**config.mk**
```make
export PLATFORM = sky130hd
export DESIGN_NAME = pcmrb_core
export DESIGN_NICKNAME = d
export VERILOG_FILES = /design/src/rtl/pcmrb_pkg.sv /design/src/rtl/pcmrb_core.sv
export SDC_FILE = /design/constraint.sdc
export NUM_CORES = 1
export LEC_CHECK = 0
export BUFFER_PORTS_ARGS = -buffer_cell sky130_fd_sc_hd__buf_2
export CORE_MARGIN = 2
export CORE_UTILIZATION = 35
export CTS_BUF_LIST = sky130_fd_sc_hd__clkbuf_16
export CTS_CLUSTER_SIZE = 25
export DETAILED_ROUTE_END_ITERATION = 8
export HOLD_SLACK_MARGIN = 0.06
export PLACE_DENSITY = 0.62
export SYNTH_ARGS = -nofsm -noshare
export SYNTH_HDL_FRONTEND = slang
export SYNTH_SLANG_ARGS = --single-unit
```
**constraint.sdc**
```tcl
create_clock -name clk_i -period 7.2 [get_ports clk_i]
set_clock_uncertainty 0.1 [all_clocks]
set_input_delay 1.44 -clock clk_i [delete_from_list [all_inputs] [get_ports clk_i]]
set_output_delay 1.44 -clock clk_i [all_outputs]
set_load 0.03 [all_outputs]
```
**src/rtl/pcmrb_pkg.sv**
```systemverilog
`timescale 1ns / 1ps
// Shared types and constants for the PCM overwrite ring buffer.
// No dependencies; every other file imports this package.
package pcmrb_pkg;

  localparam int unsigned CAP_W    = 11;
  localparam int unsigned SAMPLE_W = 32;
  localparam int unsigned TOT_W    = 64;

  typedef enum logic [1:0] {
    MODE_WRITE = 2'd0,
    MODE_READ  = 2'd1,
    MODE_CLEAR = 2'd2,
    MODE_NOP   = 2'd3
  } pcmrb_mode_e;

  typedef enum logic {
    ST_IDLE = 1'b0,
    ST_READ = 1'b1
  } pcmrb_state_e;

  typedef struct packed {
    pcmrb_mode_e                 mode;
    logic signed [SAMPLE_W-1:0] sample_in;
    logic                        last_of_block;
  } pcmrb_in_t;

  typedef struct packed {
    logic signed [SAMPLE_W-1:0] sample_out;
    logic                        sample_valid;
    logic                        write_taken;
    logic [CAP_W-1:0]            fill_level;
    logic [CAP_W-1:0]            free_slots;
    logic [CAP_W-1:0]            high_mark;
    logic [CAP_W-1:0]            low_mark;
    logic [TOT_W-1:0]            dropped_total;
    logic [TOT_W-1:0]            written_total;
    logic [TOT_W-1:0]            read_total;
  } pcmrb_out_t;

  // Status after one item, as computed by the pointer and statistics core
  typedef struct packed {
    logic             sample_valid;
    logic             write_taken;
    logic [CAP_W-1:0] fill_level;
    logic [CAP_W-1:0] free_slots;
    logic [CAP_W-1:0] high_mark;
    logic [CAP_W-1:0] low_mark;
    logic [TOT_W-1:0] dropped_total;
    logic [TOT_W-1:0] written_total;
    logic [TOT_W-1:0] read_total;
  } pcmrb_status_t;

  typedef struct packed {
    logic wr;
    logic rd;
  } pcmrb_mem_req_t;

endpackage

```
**src/rtl/pcmrb_core.sv**
```systemverilog
`timescale 1ns / 1ps
// Pointer, fill count, watermark and total registers of the ring buffer;
// issues the store access for each item. Depends on pcmrb_pkg.
module pcmrb_core #(
  parameter int unsigned DEPTH = 1024
) (
  input  logic                              clk_i,
  input  logic                              rst_ni,
  input  logic                              cfg_we_i,
  input  logic [pcmrb_pkg::CAP_W-1:0]       cfg_wdata_i,
  input  logic                              take_i,
  input  pcmrb_pkg::pcmrb_in_t              item_i,
  output pcmrb_pkg::pcmrb_mem_req_t         mem_req_o,
  output logic [$clog2(DEPTH)-1:0]          mem_addr_o,
  output pcmrb_pkg::pcmrb_status_t          status_o
);
  import pcmrb_pkg::*;

  localparam int unsigned AW        = $clog2(DEPTH);
  localparam int unsigned SW        = ((AW > CAP_W) ? AW : CAP_W) + 1;
  localparam int unsigned CAP_LIMIT = (DEPTH > 2047) ? 2047 : DEPTH;

  logic [CAP_W-1:0] capacity_q;
  logic [AW-1:0]    oldest_q, oldest_d;
  logic [CAP_W-1:0] held_q, held_d;
  logic [CAP_W-1:0] peak_q, peak_d;
  logic [CAP_W-1:0] trough_q, trough_d;
  logic [TOT_W-1:0] drop_q, drop_d;
  logic [TOT_W-1:0] stored_q, stored_d;
  logic [TOT_W-1:0] popped_q, popped_d;

  logic [CAP_W-1:0] cap;
  logic [SW-1:0]    adv_sum;
  logic [AW-1:0]    oldest_adv;
  logic [AW-1:0]    oldest_w;
  logic [CAP_W-1:0] held_w;
  logic [SW-1:0]    tail_sum;
  logic             mark;
  logic             popped;
  logic             taken;

  // Effective capacity saturates at the store depth, and at 2047 at most
  assign cap = (capacity_q > CAP_W'(CAP_LIMIT)) ? CAP_W'(CAP_LIMIT) : capacity_q;

  assign adv_sum    = SW'(oldest_q) + SW'(1);
  assign oldest_adv = (adv_sum >= SW'(cap)) ? '0 : adv_sum[AW-1:0];

  always_comb begin
    oldest_d   = oldest_q;
    held_d     = held_q;
    drop_d     = drop_q;
    stored_d   = stored_q;
    popped_d   = popped_q;
    peak_d     = peak_q;
    trough_d   = trough_q;
    oldest_w   = oldest_q;
    held_w     = held_q;
    tail_sum   = '0;
    mark       = 1'b0;
    popped     = 1'b0;
    taken      = 1'b0;
    mem_req_o  = '0;
    mem_addr_o = oldest_q;

    case (item_i.mode)
      MODE_WRITE: begin
        if (cap != '0) begin
          // Full ring: drop the oldest sample first
          if (held_q >= cap) begin
            oldest_w = oldest_adv;
            held_w   = held_q - CAP_W'(1);
            drop_d   = drop_q + TOT_W'(1);
          end
          tail_sum = SW'(oldest_w) + SW'(held_w);
          if (tail_sum >= SW'(cap)) begin
            tail_sum = tail_sum - SW'(cap);
          end
          mem_req_o.wr = 1'b1;
          mem_addr_o   = tail_sum[AW-1:0];
          oldest_d     = oldest_w;
          held_d       = held_w + CAP_W'(1);
          stored_d     = stored_q + TOT_W'(1);
          taken        = 1'b1;
          mark         = item_i.last_of_block;
        end
      end
      MODE_READ: begin
        if (held_q != '0 && cap != '0) begin
          mem_req_o.rd = 1'b1;
          oldest_d     = oldest_adv;
          held_d       = held_q - CAP_W'(1);
          popped_d     = popped_q + TOT_W'(1);
          popped       = 1'b1;
        end
        mark = item_i.last_of_block;
      end
      MODE_CLEAR: begin
        oldest_d = '0;
        held_d   = '0;
        drop_d   = '0;
        stored_d = '0;
        popped_d = '0;
        peak_d   = '0;
        trough_d = '0;
      end
      default: begin
      end
    endcase

    if (mark) begin
      if (held_d > peak_q) begin
        peak_d = held_d;
      end
      if (held_d != '0 && (trough_q == '0 || held_d < trough_q)) begin
        trough_d = held_d;
      end
    end
  end

  always_comb begin
    status_o               = '0;
    status_o.sample_valid  = popped;
    status_o.write_taken   = taken;
    status_o.fill_level    = held_d;
    status_o.free_slots    = (held_d <= cap) ? (cap - held_d) : '0;
    status_o.high_mark     = peak_d;
    status_o.low_mark      = trough_d;
    status_o.dropped_total = drop_d;
    status_o.written_total = stored_d;
    status_o.read_total    = popped_d;
  end

  always_ff @(posedge clk_i or negedge rst_ni) begin
    if (!rst_ni) begin
      capacity_q <= CAP_W'(CAP_LIMIT);
      oldest_q   <= '0;
      held_q     <= '0;
      peak_q     <= '0;
      trough_q   <= '0;
      drop_q     <= '0;
      stored_q   <= '0;
      popped_q   <= '0;
    end else if (cfg_we_i) begin
      // New capacity: clear contents and statistics
      capacity_q <= cfg_wdata_i;
      oldest_q   <= '0;
      held_q     <= '0;
      peak_q     <= '0;
      trough_q   <= '0;
      drop_q     <= '0;
      stored_q   <= '0;
      popped_q   <= '0;
    end else if (take_i) begin
      oldest_q <= oldest_d;
      held_q   <= held_d;
      peak_q   <= peak_d;
      trough_q <= trough_d;
      drop_q   <= drop_d;
      stored_q <= stored_d;
      popped_q <= popped_d;
    end
  end

endmodule

```
* After elaboration in Yosys (flattened, before gate mapping) *
Cells that the tools add are included.

word-level totals
  bits in registers = 246
  input port bits = 50
  output and inout bits = 250
  word-level logic and storage cells = 90

cells by class
  add/sub/neg operators = 9
  magnitude comparators = 7
  equality and inequality tests = 4
  multiplexer cells = 51
  reduce and logical (&&, ||, !) cells = 11

operator list
  operator                 count
  $mux W64                 10
  $pmux W64 S2             3
  $mux W11                 19
  $add A64 B1 Y64 const B  3
  $mux W10                 11
  $pmux W11 S3             1
  $reduce_bool A11 Y1      3
  $pmux W10 S3             1
  $ge A11 B11 Y1           2
  $add A10 B11 Y12         1
  $ge A12 B11 Y1           1
  $add A10 B1 Y11 const B  1
  $add A11 B1 Y11 const B  1
  $gt A11 B11 Y1           1
  $gt A11 B11 Y1 const B   1
  $le A11 B11 Y1           1
  $logic_not A11 Y1        1
  $lt A11 B11 Y1           1
  $sub A11 B1 Y11 const B  1
  $sub A11 B11 Y11         1
  $sub A10 B10 Y10         1
  $ne A3 B3 Y1 const B     2
  $mux W1                  5
  $reduce_and A4 Y1        1
  8 further kinds          9

* Logic depth before layout (Yosys ltp) *
Gate-level depths: netlist (run 1).

  depth in word-level cells = 16
  gate-level depth with buffers = 33
  depth with buffers taken out = 29

* Least setup slack after synthesis (run 1) *
No wires, ideal clock.

  kind = register to output
  start = register capacity_q[10]
  end = output port mem_addr_o[6]
  data arrival time = 6.691 ns
  data required time = 5.660 ns
  slack = -1.031 ns
  stages on the path, launching flop included = 29
  buffers on the path = 3
  cell sequence = dfstp_2 inv_1 clkbuf_1 nand2_1 ha_1 nand4_1 or2_1 o311ai_2 or2_2 buf_6 clkbuf_1 nor2_1 a21oi_1 ha_1 a21o_1 a21oi_1 nand2b_1 o21ba_1 mux2i_2 a21oi_2 o311a_4 a311o_1 ha_1 and3_1 nand2_1 nor3_1 a2111o_1 nor2_1 o311ai_1

between the ends
  word-level cells in the longest chain between the ends = 12
  elaborated cells on any way between the ends = 18
  classes of those cells = add/sub (2); order compare (4); mux (11); reduce/logical (1)

RTL lines
  element                                                    RTL line                            text
  start: declaration                                         pcmrb_core.sv:23                    logic [CAP_W-1:0] capacity_q;
  start signal: assignment                                   pcmrb_core.sv:135                   capacity_q <= CAP_W'(CAP_LIMIT);
  start signal: assignment                                   pcmrb_core.sv:145                   capacity_q <= cfg_wdata_i;
  $gt A11 B11 Y1                                             pcmrb_core.sv:43                    assign cap = (capacity_q > CAP_W'(CAP_LIMIT)) ? CAP_W'(CAP_LIMIT) : capacity_q;
  $mux W11 *                                                 pcmrb_core.sv:43
  $ge A11 B11 Y1                                             pcmrb_core.sv:46                    assign oldest_adv = (adv_sum >= SW'(cap)) ? '0 : adv_sum[AW-1:0];
  $mux W10                                                   pcmrb_core.sv:46
  $mux W10                                                   pcmrb_core.sv:69                    if (held_q >= cap) begin
  $mux W10                                                   pcmrb_core.sv:67                    if (cap != '0) begin
  $mux W10                                                   pcmrb_core.sv:65                    case (item_i.mode)
  $add A10 B11 Y12                                           pcmrb_core.sv:74                    tail_sum = SW'(oldest_w) + SW'(held_w);
  $sub A10 B10 Y10 / $ge A12 B11 Y1 (equally long branches)  pcmrb_core.sv:76, pcmrb_core.sv:75
  $mux W10                                                   pcmrb_core.sv:75                    if (tail_sum >= SW'(cap)) begin
  $mux W10 *                                                 pcmrb_core.sv:67
  $mux W10 *                                                 pcmrb_core.sv:65
  end: declaration                                           pcmrb_core.sv:14                    output logic [$clog2(DEPTH)-1:0] mem_addr_o,

Every way passes the cells marked *; elsewhere a longest branch is shown, timed or not. The select of a mux whose other input is x is not followed.

* Worst setup path in the final report (run 1) *
  start = register oldest_q[0]
  end = output port mem_addr_o[8]

between the ends
  word-level cells in the longest chain between the ends = 11
  elaborated cells on any way between the ends = 12
  classes of those cells = add/sub (3); order compare (2); mux (7)

RTL lines
  element                                                    RTL line                            text
  start: declaration                                         pcmrb_core.sv:24                    logic [AW-1:0] oldest_q, oldest_d;
  start signal: assignment                                   pcmrb_core.sv:154                   oldest_q <= oldest_d;
  $add A10 B1 Y11                                            pcmrb_core.sv:45                    assign adv_sum = SW'(oldest_q) + SW'(1);
  $ge A11 B11 Y1                                             pcmrb_core.sv:46
  $mux W10                                                   pcmrb_core.sv:46
  $mux W10 *                                                 pcmrb_core.sv:69
  $mux W10 *                                                 pcmrb_core.sv:67
  $mux W10 *                                                 pcmrb_core.sv:65
  $add A10 B11 Y12 *                                         pcmrb_core.sv:74
  $sub A10 B10 Y10 / $ge A12 B11 Y1 (equally long branches)  pcmrb_core.sv:76, pcmrb_core.sv:75
  $mux W10 *                                                 pcmrb_core.sv:75
  $mux W10 *                                                 pcmrb_core.sv:67
  $mux W10 *                                                 pcmrb_core.sv:65

Marked as above.

==> Flow_metrics.wiki, run 1 <==
{| class="wikitable"
! Metric !! Value
|-
| Outcome || complete, but fails checks
|-
| Violated checks || negative setup slack
|-
| Critical hold path startpoint || drop_q[31]
|-
| Cell leakage power || roughly 12 nW
|-
| Worst ir drop on vdd || 0.000167 V
|-
| Global routing usage summed across all routing layers || 0.236
|-
| Data arrival, critical path || ~6.5 ns
|-
| Clock Tree Root || sky130_fd_sc_hd__clkbuf_16
|-
| Commonest register cell after synthesis || sky130_fd_sc_hd__dfrtp_1
|-
| WHS Path Cells || 1
|-
| Filler instances || about 5.4k
|-
| Seq/Total Area, Yosys || 0.314
|-
| Worst rel slew slack || 0.315
|-
| Clock tree buffer depth || 3
|-
| Pin slew with the least headroom to its limit || 1.02 ns
|-
| Standard cell with the maximum stage delay on the critical path || sky130_fd_sc_hd__a2111o_2
|-
| Effective utilization at floorplan || 0.355
|-
| Core region area || 55,200 sq um
|-
| Delay contributed by the slowest stage of the critical path || 0.49 ns
|-
| Gate count after technology mapping || 2,494
|-
| Clock latency on the worst-skew pair || between 0.5 and 0.6 ns
|-
| Drc violations || 0
|-
| Initial DRT Pass Iterations || 6
|-
| Drt initial violations || 1,410
|-
| Final Worst Setup Slack || -0.855 ns
|-
| Number of buffers added by the clock tree synthesis step || 31
|-
| CP Class || reg -> out
|-
| Count of state elements after synthesis || about 250
|-
| Detailed placement HPWL || 50,100 um
|-
| Total wire length || 70,500 um
|-
| FF/Latch Area || 6160 sq um
|-
| Minimum setup slack among reg-to-reg paths || 0.99 ns
|-
| Commonest cells after routing, fill and taps aside || sky130_fd_sc_hd__nor2_1, sky130_fd_sc_hd__nand2_1, sky130_fd_sc_hd__dfrtp_1, sky130_fd_sc_hd__buf_4, sky130_fd_sc_hd__buf_2
|-
| Count of final setup violators || 43
|-
| Setup repair after global routing missed its margin || yes
|-
| Netlist area before placement || 19,600 sq um
|-
| Leading cell type in the layout, fill and taps excluded || sky130_fd_sc_hd__nor2_1
|-
| Number of sinks on the clock net || 246
|-
| Number of synthesized flops with an enable pin || 0
|-
| Register-to-Register Path Depth || 30
|-
| End point of the most critical hold path || drop_q[31]
|-
| Fin crit period || 8.05 ns
|-
| DIE AREA || 57,900 sq um
|-
| Kind of path behind the tightest hold check || reg -> reg
|-
| Startpoint Class || register
|-
| Post-route fraction of the period consumed by the critical path || 1.12
|-
| Clock transition at the register clock pins on the worst setup and hold paths after CTS || 0.06 ns
|-
| Synth top area cells || sky130_fd_sc_hd__dfrtp_1, sky130_fd_sc_hd__mux2i_1, sky130_fd_sc_hd__nor2_1
|-
| Tot Pwr || 5.18 mW
|-
| Nets@finish || 3,033
|-
| Site Rows || 86
|-
| Max-capacitance violation count || 0
|-
| Wire length of the first global-routing pass || approximately 110,000 um
|-
| Net count of the mapped netlist || 2,631
|-
| Nature of the critical path endpoint || output port
|-
| Total number of vias || 20.4k
|-
| Count of warnings emitted by yosys || 0
|-
| Final count of pins violating max slew || 0
|-
| Final-report hold violation count || 0
|-
| Areal power density over the cells || 201 nW/um^2
|-
| Yosys top cell area share || 0.313
|-
| Synth-to-layout area growth || 31.7%
|-
| Detail-routed net length per standard cell || approximately 19 um
|-
| Distinct cell type count after synthesis || 100
|-
| Die X-Extent || around 240 um
|-
| Post-Layout Inst Area || 25,800 sq um
|-
| Fraction of registers with async set or reset after synthesis || 1.00
|-
| Routability congestion estimate from global placement || approximately 0.89
|-
| Initial antenna violation count || 0
|-
| Total cell area at the placement stage || 23,500 sq um
|-
| Share of post-route cells with drive strength above 1 || 0.264
|-
| Count of antenna diodes in the layout || 0
|-
| Count of boundary I/O pins || 300
|-
| Cell accounting for the most synthesized area || sky130_fd_sc_hd__dfrtp_1
|-
| FF-to-FF End || trough_q[2]
|-
| Final ANT Viol Nets || 0
|-
| GRT Residual Overflow || 0
|-
| Vertical extent of the die || 241 um
|-
| Worst reg2reg startpoint || capacity_q[10]
|-
| Port Buf Inserts || 267
|-
| Area taken by multi-input logic gates || 13,600 sq um
|-
| Largest net degree at the start of global routing || 138
|-
| Synthesized area divided by synthesized cell count || ~7.9 sq um
|-
| Upper clock frequency limit || 124 MHz
|-
| Per-cell via count in the routed design || 5.55
|-
| Req. time, crit path || 5.66 ns
|-
| Number of global-route vias before repair || 19.2k
|-
| Largest fanout of any net on the critical path || 8
|-
| Hold-fix buffer count after cts || 0
|-
| Clock tree from TritonCTS || yes
|-
| Depth of the CTS H-tree || 1
|}
==> layout make-up <==
class	instances	share of cell area
timing repair buffer	522	0.143
sequential	246	0.239
clock buffer	31	0.0301
multi-input combinational	2004	0.528
tap	748	0.0363
inverter	91	0.0138
clock inverter	27	0.0101
==> cells by family after synthesis <==
group | after synthesis | synth area share
buf+inv | 244 | 0.0508
xor+xnor | 106 | 0.0490
flops | 246 | 0.314
fa+ha+maj | 87 | 0.0567
mux | 157 | 0.0815
simple gates | 1185 | 0.285
compound gates | 469 | 0.163
==> through the flow <==
stage                     utilization  std cells  hold WS, ns  TNS, ns  setup slack (ns)
after floorplan                     -       2494        0.390    -1.81            -0.204
after global placement          0.426       3557        0.411    -7.86            -0.378
after detailed placement        0.426       3557        0.428   -14.40            -0.578
after CTS                       0.463       3657        0.440   -23.73            -0.864
after global routing            0.467       3669        0.465   -29.91             -1.14
final                           0.467       3669        0.437   -20.11            -0.855
==> worst max path at each step <==
stage	start	endpoint	slack, ns	cells past startpoint
after floorplan	oldest_q[1]	mem_addr_o[8]	-0.20	29
after global placement	oldest_q[0]	mem_addr_o[7]	-0.38	29
after detailed placement	oldest_q[0]	mem_addr_o[1]	-0.58	29
after CTS	oldest_q[0]	mem_addr_o[8]	-0.86	28
after global routing	oldest_q[0]	mem_addr_o[8]	-1.14	29
final	oldest_q[0]	mem_addr_o[8]	-0.85	28
==> sequential cells by signal, indices dropped and copies added, names as in the netlist <==
| signal | flops |
|---|---|
| trough_q | 11 |
| held_q | 11 |
| popped_q | 64 |
| capacity_q | 11 |
| stored_q | 64 |
| oldest_q | 10 |
| peak_q | 11 |
| drop_q | 64 |
==> power by group <==
part           switching (mW)  internal (mW)
clock                   0.665          0.959
sequential             0.0323           1.42
combinational            1.20          0.905
==> Yosys cell counts (18+ instances only) <==
library cell / instances
sky130_fd_sc_hd__o21ai_0: 139
sky130_fd_sc_hd__ha_1: 84
sky130_fd_sc_hd__nor2_1: 346
sky130_fd_sc_hd__xnor2_1: 49
sky130_fd_sc_hd__a31oi_1: 27
sky130_fd_sc_hd__and3_1: 51
sky130_fd_sc_hd__xor2_1: 55
sky130_fd_sc_hd__inv_1: 88
sky130_fd_sc_hd__nor2b_1: 19
sky130_fd_sc_hd__a311oi_1: 24
sky130_fd_sc_hd__nor3_1: 116
sky130_fd_sc_hd__nand2_1: 289
sky130_fd_sc_hd__nand3_1: 176
sky130_fd_sc_hd__dfrtp_1: 245
sky130_fd_sc_hd__mux2i_1: 138
sky130_fd_sc_hd__nand4_1: 57
sky130_fd_sc_hd__or3_1: 19
sky130_fd_sc_hd__a21oi_1: 91
sky130_fd_sc_hd__a21o_1: 24
sky130_fd_sc_hd__mux2_2: 18
sky130_fd_sc_hd__nand2b_1: 24
sky130_fd_sc_hd__buf_1: 20
sky130_fd_sc_hd__clkbuf_1: 114
==> per-layer routing <==
metal  up-vias  global-route usage  wire, um
met2       673               0.380     32700
met4         0              0.0819      2470
met5         -                   0         0
met3       129              0.0462      5000
li1       9715                   -         -
met1      9864               0.314     30300
==> critical path: cells and delay by family (launching register included) <==
kind / cells / cell delay [ns]
simple gates: 8 / 1.15
compound gates: 14 / 3.12
buf+inv: 1 / 0.19
mux: 1 / 0.15
fa+ha+maj: 4 / 0.88
flops: 1 / 0.41
==> what timing repair did <==
action                     CTS  global route
buffers inserted            39            18
pin swaps                   77            36
setup endpoints to repair   43            43
resized for setup          176            37
gates cloned                 5             0
Note: power is estimated with default switching activity, not from simulation.
==> inputs of run 2 (changes only) <==
==> constraint.sdc (replaced) <==
create_clock -name clk_i -period 7.2 [get_ports clk_i]
set_clock_uncertainty 0.1 [all_clocks]
set_input_delay 1.44 -clock clk_i [delete_from_list [all_inputs] [get_ports clk_i]]
set_output_delay 1.44 -clock clk_i [all_outputs]
set_load 0.005 [all_outputs]
==> Flow_metrics.wiki, run 2 (synthesized netlist as in run 1, its figures left out) <==
{| class="wikitable"
! Metric !! Value
|-
| Standard cell with the maximum stage delay on the critical path || sky130_fd_sc_hd__a2111o_1
|-
| Commonest cells after routing, fill and taps aside || sky130_fd_sc_hd__nor2_1, sky130_fd_sc_hd__nand2_1, sky130_fd_sc_hd__buf_4, sky130_fd_sc_hd__buf_2, sky130_fd_sc_hd__dfrtp_1
|-
| Site Rows || 86
|-
| Detail-routed net length per standard cell || 19.0 um
|-
| GRT Residual Overflow || 0
|-
| Clock Tree Root || sky130_fd_sc_hd__clkbuf_16
|-
| Detailed placement HPWL || roughly 49,000 um
|-
| Cell leakage power || 12.0 nW
|-
| Nets@finish || ~3.1k
|-
| Depth of the CTS H-tree || 2
|-
| Kind of path behind the tightest hold check || reg -> reg
|-
| CP Class || reg -> out
|-
| DIE AREA || 57,900 sq um
|-
| Post-Layout Inst Area || 25,300 sq um
|-
| Clock tree buffer depth || 3
|-
| Routability congestion estimate from global placement || 0.924
|-
| Nature of the critical path endpoint || output port
|-
| Port Buf Inserts || between 200 and 300
|-
| Hold-fix buffer count after cts || 0
|-
| Drc violations || 0
|-
| Initial DRT Pass Iterations || 6
|-
| Clock latency on the worst-skew pair || 0.55 ns
|-
| Count of boundary I/O pins || 300
|-
| Wire length of the first global-routing pass || around 110,000 um
|-
| Delay contributed by the slowest stage of the critical path || around 0.41 ns
|-
| Clock transition at the register clock pins on the worst setup and hold paths after CTS || 0.06 ns
|-
| Setup slack after placement || -0.376 ns
|-
| Initial antenna violation count || 1
|-
| Total cell area at the placement stage || 23,100 sq um
|-
| Areal power density over the cells || 194 nW/um^2
|-
| Count of final setup violators || 43
|-
| Leading registers by flop count || drop_q: 64 flops, popped_q: 64 flops, stored_q: 64 flops
|-
| Outcome || complete, but fails checks
|-
| Largest fanout of any net on the critical path || 5
|-
| Largest net degree at the start of global routing || 129
|-
| Global routing usage summed across all routing layers || 0.236
|-
| Setup repair after global routing missed its margin || yes
|-
| Post-route fraction of the period consumed by the critical path || 1.11
|-
| Number of buffers added by the clock tree synthesis step || 34
|-
| Total number of vias || 20.6k
|-
| Max-capacitance violation count || 0
|-
| Final design utilization || 0.459
|-
| Core region area || 55,200 sq um
|-
| Tot Pwr || 4.93 mW
|-
| Effective utilization at floorplan || 0.355
|-
| Vertical extent of the die || ~240 um
|-
| Clock tree from TritonCTS || yes
|-
| Pin slew with the least headroom to its limit || between 1 and 1.5 ns
|-
| Drt initial violations || 1,576
|-
| Final count of pins violating max slew || 0
|-
| Fin crit period || between 7 and 8 ns
|-
| Final-report hold violation count || 0
|-
| Worst rel slew slack || 0.304
|-
| Number of global-route vias before repair || just under 20k
|-
| Upper clock frequency limit || roughly 130 MHz
|-
| Leading cell type in the layout, fill and taps excluded || sky130_fd_sc_hd__nor2_1
|-
| Final Worst Setup Slack || -0.772 ns
|-
| Data arrival, critical path || 6.43 ns
|-
| Share of post-route cells with drive strength above 1 || 0.258
|-
| Per-cell via count in the routed design || ~5.5
|-
| Synth-to-layout area growth || 29.3%
|-
| Number of sinks on the clock net || 246
|-
| Crit path top cell by count || sky130_fd_sc_hd__buf_4
|-
| Worst ir drop on vdd || 0.000160 V
|-
| Startpoint Class || register
|-
| Final hold slack || 0.442 ns
|-
| Violated checks || negative setup slack
|-
| Final ANT Viol Nets || 0
|-
| Req. time, crit path || 5.66 ns
|-
| Die X-Extent || ~240 um
|-
| Total wire length || ~70,000 um
|}
-- run 2: cell types whose count changed in the layout (fill, tap and decap cells not counted), sizes merged --
cell      change
buf          +33
bufinv        -4
clkbuf        +4
clkinv        +2
clkinvlp      +1
diode         +1
or2           +1
-- run 2: final timing paths --
kind	start	endpoint	slack [ns]	depth (start not counted)
max	oldest_q[1]	mem_addr_o[3]	-0.77	31
min	stored_q[49]	stored_q[49]	0.44	1
max reg2reg	capacity_q[10]	trough_q[8]	0.88	35
min reg2reg	stored_q[49]	stored_q[49]	0.44	1
max in group asynchronous	rst_ni	popped_q[27]	4.93	2
min in group asynchronous	rst_ni	drop_q[33]	0.75	1
-- run 2: repair_timing --
item                                    in CTS  in global routing
pin swaps                                   42                 23
cloned                                       6                  0
gates resized for setup                    114                 29
buffers inserted                            64                  6
endpoints found under the setup margin      43                 43
-- run 2: cell type report --
class / count / area (sq um)
antenna: 1 / 2.50
clock buffer: 35 / 876
clock inverter: 26 / 164
fill: 5430 / 29900
inverter: 91 / 353
multi-input combinational: 2005 / 13100
sequential: 246 / 6160
tap: 748 / 936
timing repair buffer: 555 / 3720
-- run 2: routing by layer --
metal	wire, um	part of all wire	vias to the layer above	track usage
met3	4360	0.062	132	0.0415
met2	32700	0.46	657	0.382
met5	0	0	-	0
met1	30900	0.44	9956	0.318
li1	-	-	9818	-
met4	2510	0.036	0	0.0815
-- run 2: worst max-delay path, delay by kind of cell, from the launching register on --
kind | cells | cell delay [ns]
simple gates | 9 | 1.17
fa+ha+maj | 3 | 0.67
xor+xnor | 1 | 0.16
buf+inv | 5 | 0.77
flops | 1 | 0.39
compound gates | 12 | 2.57
mux | 1 | 0.15
-- run 2: power by group --
group,total [mW],switching [mW],leakage (nW),internal [mW]
clock,1.61,0.687,0.524,0.919
combinational,1.87,0.990,8.10,0.882
sequential,1.45,0.0342,3.37,1.42
-- run 2: metrics by stage --
step	setup TNS [ns]	instances
finish	-17.86	3707
global route	-29.24	3707
CTS	-14.40	3700
detailed placement	-7.47	3570
global placement	-4.22	3570
floorplan	-0.897	2494
==> inputs of run 3 (changes only) <==
--- a/config.mk
+++ b/config.mk
@@ -16,3 +16,4 @@
 export SYNTH_ARGS = -nofsm -noshare
 export SYNTH_HDL_FRONTEND = slang
 export SYNTH_SLANG_ARGS = --single-unit
+export TNS_END_PERCENT = 10
==> Flow_metrics.wiki, run 3 (synthesized netlist as in run 1, its figures left out) <==
{| class="wikitable"
! Metric !! Value
|-
| Setup TNS || -25.13 ns
|-
| Worst rel slew slack || 0.233
|-
| Effective utilization at floorplan || 0.355
|-
| Global Route met3 Usage || 0.0411
|-
| Areal power density over the cells || 189 nW/um^2
|-
| Number of sinks on the clock net || around 250
|-
| Count of final setup violators || 43
|-
| Drt initial violations || 1,482
|-
| Req. time, crit path || 5.66 ns
|-
| Port Buf Inserts || 267
|-
| Critical hold path startpoint || drop_q[58]
|-
| Hold-fix buffer count after cts || 0
|-
| Wire length of the first global-routing pass || 106,000 um
|-
| Met2 global-route usage || 0.367
|-
| Clock tree buffer depth || 3
|-
| Standard cell with the maximum stage delay on the critical path || sky130_fd_sc_hd__a2111o_1
|-
| Synth-to-layout area growth || 25.0%
|-
| Fin crit period || 8.01 ns
|-
| WHS Path Cells || 1
|-
| FF-to-FF End || trough_q[3]
|-
| Minimum setup slack among reg-to-reg paths || 0.96 ns
|-
| Largest delay contributor family on the critical path || compound AO/OA/AOI/OAI gates
|-
| Met1 layer usage reported by global route || 0.308
|-
| CP Class || reg -> out
|-
| Largest fanout of any net on the critical path || 8
|-
| Number of buffers and inverters on the critical path || 4
|-
| Global routing usage summed across all routing layers || 0.229
|-
| Final ANT Viol Nets || 0
|-
| Cell leakage power || 11.6 nW
|-
| Initial antenna violation count || 0
|-
| DP Cell Count || 3,564
|-
| Clock transition at the register clock pins on the worst setup and hold paths after CTS || 0.06 ns
|-
| Data arrival, critical path || 6.47 ns
|-
| Depth of the CTS H-tree || 2
|-
| Kind of path behind the tightest hold check || reg -> reg
|-
| Leading cell type in the layout, fill and taps excluded || sky130_fd_sc_hd__nor2_1
|-
| Post-route fraction of the period consumed by the critical path || 1.11
|-
| Violated checks || negative setup slack
|-
| Per-cell via count in the routed design || 5.52
|-
| Nature of the critical path endpoint || output port
|-
| End point of the most critical hold path || drop_q[58]
|-
| Nets@finish || between 3k and 4k
|-
| Commonest cells after routing, fill and taps aside || sky130_fd_sc_hd__nor2_1, sky130_fd_sc_hd__nand2_1, sky130_fd_sc_hd__buf_2, sky130_fd_sc_hd__dfrtp_1, sky130_fd_sc_hd__buf_4
|-
| Die X-Extent || 241 um
|-
| Clock Tree Root || sky130_fd_sc_hd__clkbuf_16
|-
| Final count of pins violating max slew || 0
|-
| Clock latency on the worst-skew pair || 0.54 ns
|-
| Worst reg2reg startpoint || capacity_q[10]
|-
| Final Worst Setup Slack || -0.813 ns
|-
| GRT Residual Overflow || 0
|-
| Largest net degree at the start of global routing || 146
|-
| Delay contributed by the slowest stage of the critical path || between 0.5 and 0.6 ns
|-
| Final design utilization || 0.444
|-
| Startpoint Class || register
|-
| Number of global-route vias before repair || 19.0k
|-
| Pin slew with the least headroom to its limit || about 1.1 ns
|-
| Leading registers by flop count || drop_q: 64 flops, popped_q: 64 flops, stored_q: 64 flops
|-
| Detail-routed net length per standard cell || 18.7 um
|-
| Share of post-route cells with drive strength above 1 || 0.230
|-
| Drc violations || 0
|-
| Max-capacitance violation count || 0
|-
| Register-to-Register Path Depth || 31
|-
| Routability congestion estimate from global placement || 0.915
|-
| Final hold slack || 0.443 ns
|-
| DIE AREA || 57,900 sq um
|-
| Upper clock frequency limit || 125 MHz
|-
| Setup repair after global routing missed its margin || yes
|-
| Worst ir drop on vdd || 0.000146 V
|-
| Initial DRT Pass Iterations || 6
|-
| Number of buffers added by the clock tree synthesis step || 34
|-
| Site Rows || 86
|-
| Count of boundary I/O pins || 300
|-
| Outcome || complete, but fails checks
|-
| Finished Layout Cells || 3,646
|-
| Total wire length || 68,300 um
|-
| Total number of vias || 20.1k
|-
| Most Used Layer, Global Route || met2
|-
| Clock tree from TritonCTS || yes
|-
| Detailed placement HPWL || 49,200 um
|-
| Vertical extent of the die || 241 um
|-
| Core region area || approximately 55,000 sq um
|-
| Final-report hold violation count || 0
|}
-- run 3: changes by cell type in the layout (fill, tap and decap cells not counted), moves of 4 or more --
| cell | delta |
|---|---|
| sky130_fd_sc_hd__buf_4 | -43 |
| sky130_fd_sc_hd__buf_6 | -15 |
| sky130_fd_sc_hd__a21oi_2 | -12 |
| sky130_fd_sc_hd__a21oi_1 | +11 |
| sky130_fd_sc_hd__ha_1 | +6 |
| sky130_fd_sc_hd__ha_4 | -6 |
| sky130_fd_sc_hd__clkinv_2 | +5 |
| sky130_fd_sc_hd__nor2b_1 | +4 |
-- run 3: power breakdown --
group	internal, mW	leakage [nW]	switching, mW
registers	1.42	3.37	0.0316
clock network	0.858	0.505	0.669
logic	0.746	7.75	0.920
total	3.02	11.6	1.62
-- run 3: worst max path at each step --
stage | start | endpoint | slack, ns | depth (start not counted)
CTS | oldest_q[0] | mem_addr_o[8] | -0.76 | 28
detailed placement | oldest_q[0] | mem_addr_o[4] | -0.57 | 30
floorplan | oldest_q[1] | mem_addr_o[3] | -0.12 | 29
finish | oldest_q[1] | mem_addr_o[8] | -0.81 | 30
global route | oldest_q[1] | mem_addr_o[8] | -1.21 | 30
global placement | oldest_q[0] | mem_addr_o[1] | -0.42 | 30
-- run 3: timing repair --
item / 4_1_cts / 5_1_grt
gates cloned: 1 / 0
hold endpoints to repair: 0 / 0
gates resized for setup: 47 / 27
setup endpoints to repair: 43 / 43
pin swaps: 22 / 8
buffers inserted: 14 / 7
-- run 3: worst reg2reg max path: cells and delay by family, from the launching register on --
family | cells | cell delay (ns)
multiplexers | 1 | 0.23
AO/OA/AOI/OAI | 13 | 2.39
XOR/XNOR | 1 | 0.12
flip-flops | 1 | 0.56
AND/OR/NAND/NOR | 8 | 1.41
adder cells (fa/ha/maj) | 3 | 0.67
buffers and inverters | 5 | 0.69
-- run 3: area by class of cell --
class,count,area [sq um]
Sequential cell,246,6160
Multi-Input combinational cell,2004,12900
Clock inverter,24,123
Tap cell,748,936
Antenna cell,2,5.00
Fill cell,5543,30700
Timing Repair Buffer,497,3180
Clock buffer,34,851
Inverter,91,348
-- run 3: per-stage QoR --
stage | worst slack, ns | area, sq um | total power, mW
after detailed placement | -0.572 | 23000 | 3.02
after floorplan | -0.123 | 19800 | 2.40
after global placement | -0.423 | 23000 | 2.99
final | -0.813 | 24500 | 4.64
after CTS | -0.758 | 24300 | 4.63
after global routing | -1.21 | 24500 | 4.89
-- run 3: per-layer routing --
metal,vias to the layer above,share of wire
met1,9755,0.45
li1,9674,-
met4,0,0.034
met3,109,0.061
met5,-,0
met2,592,0.46
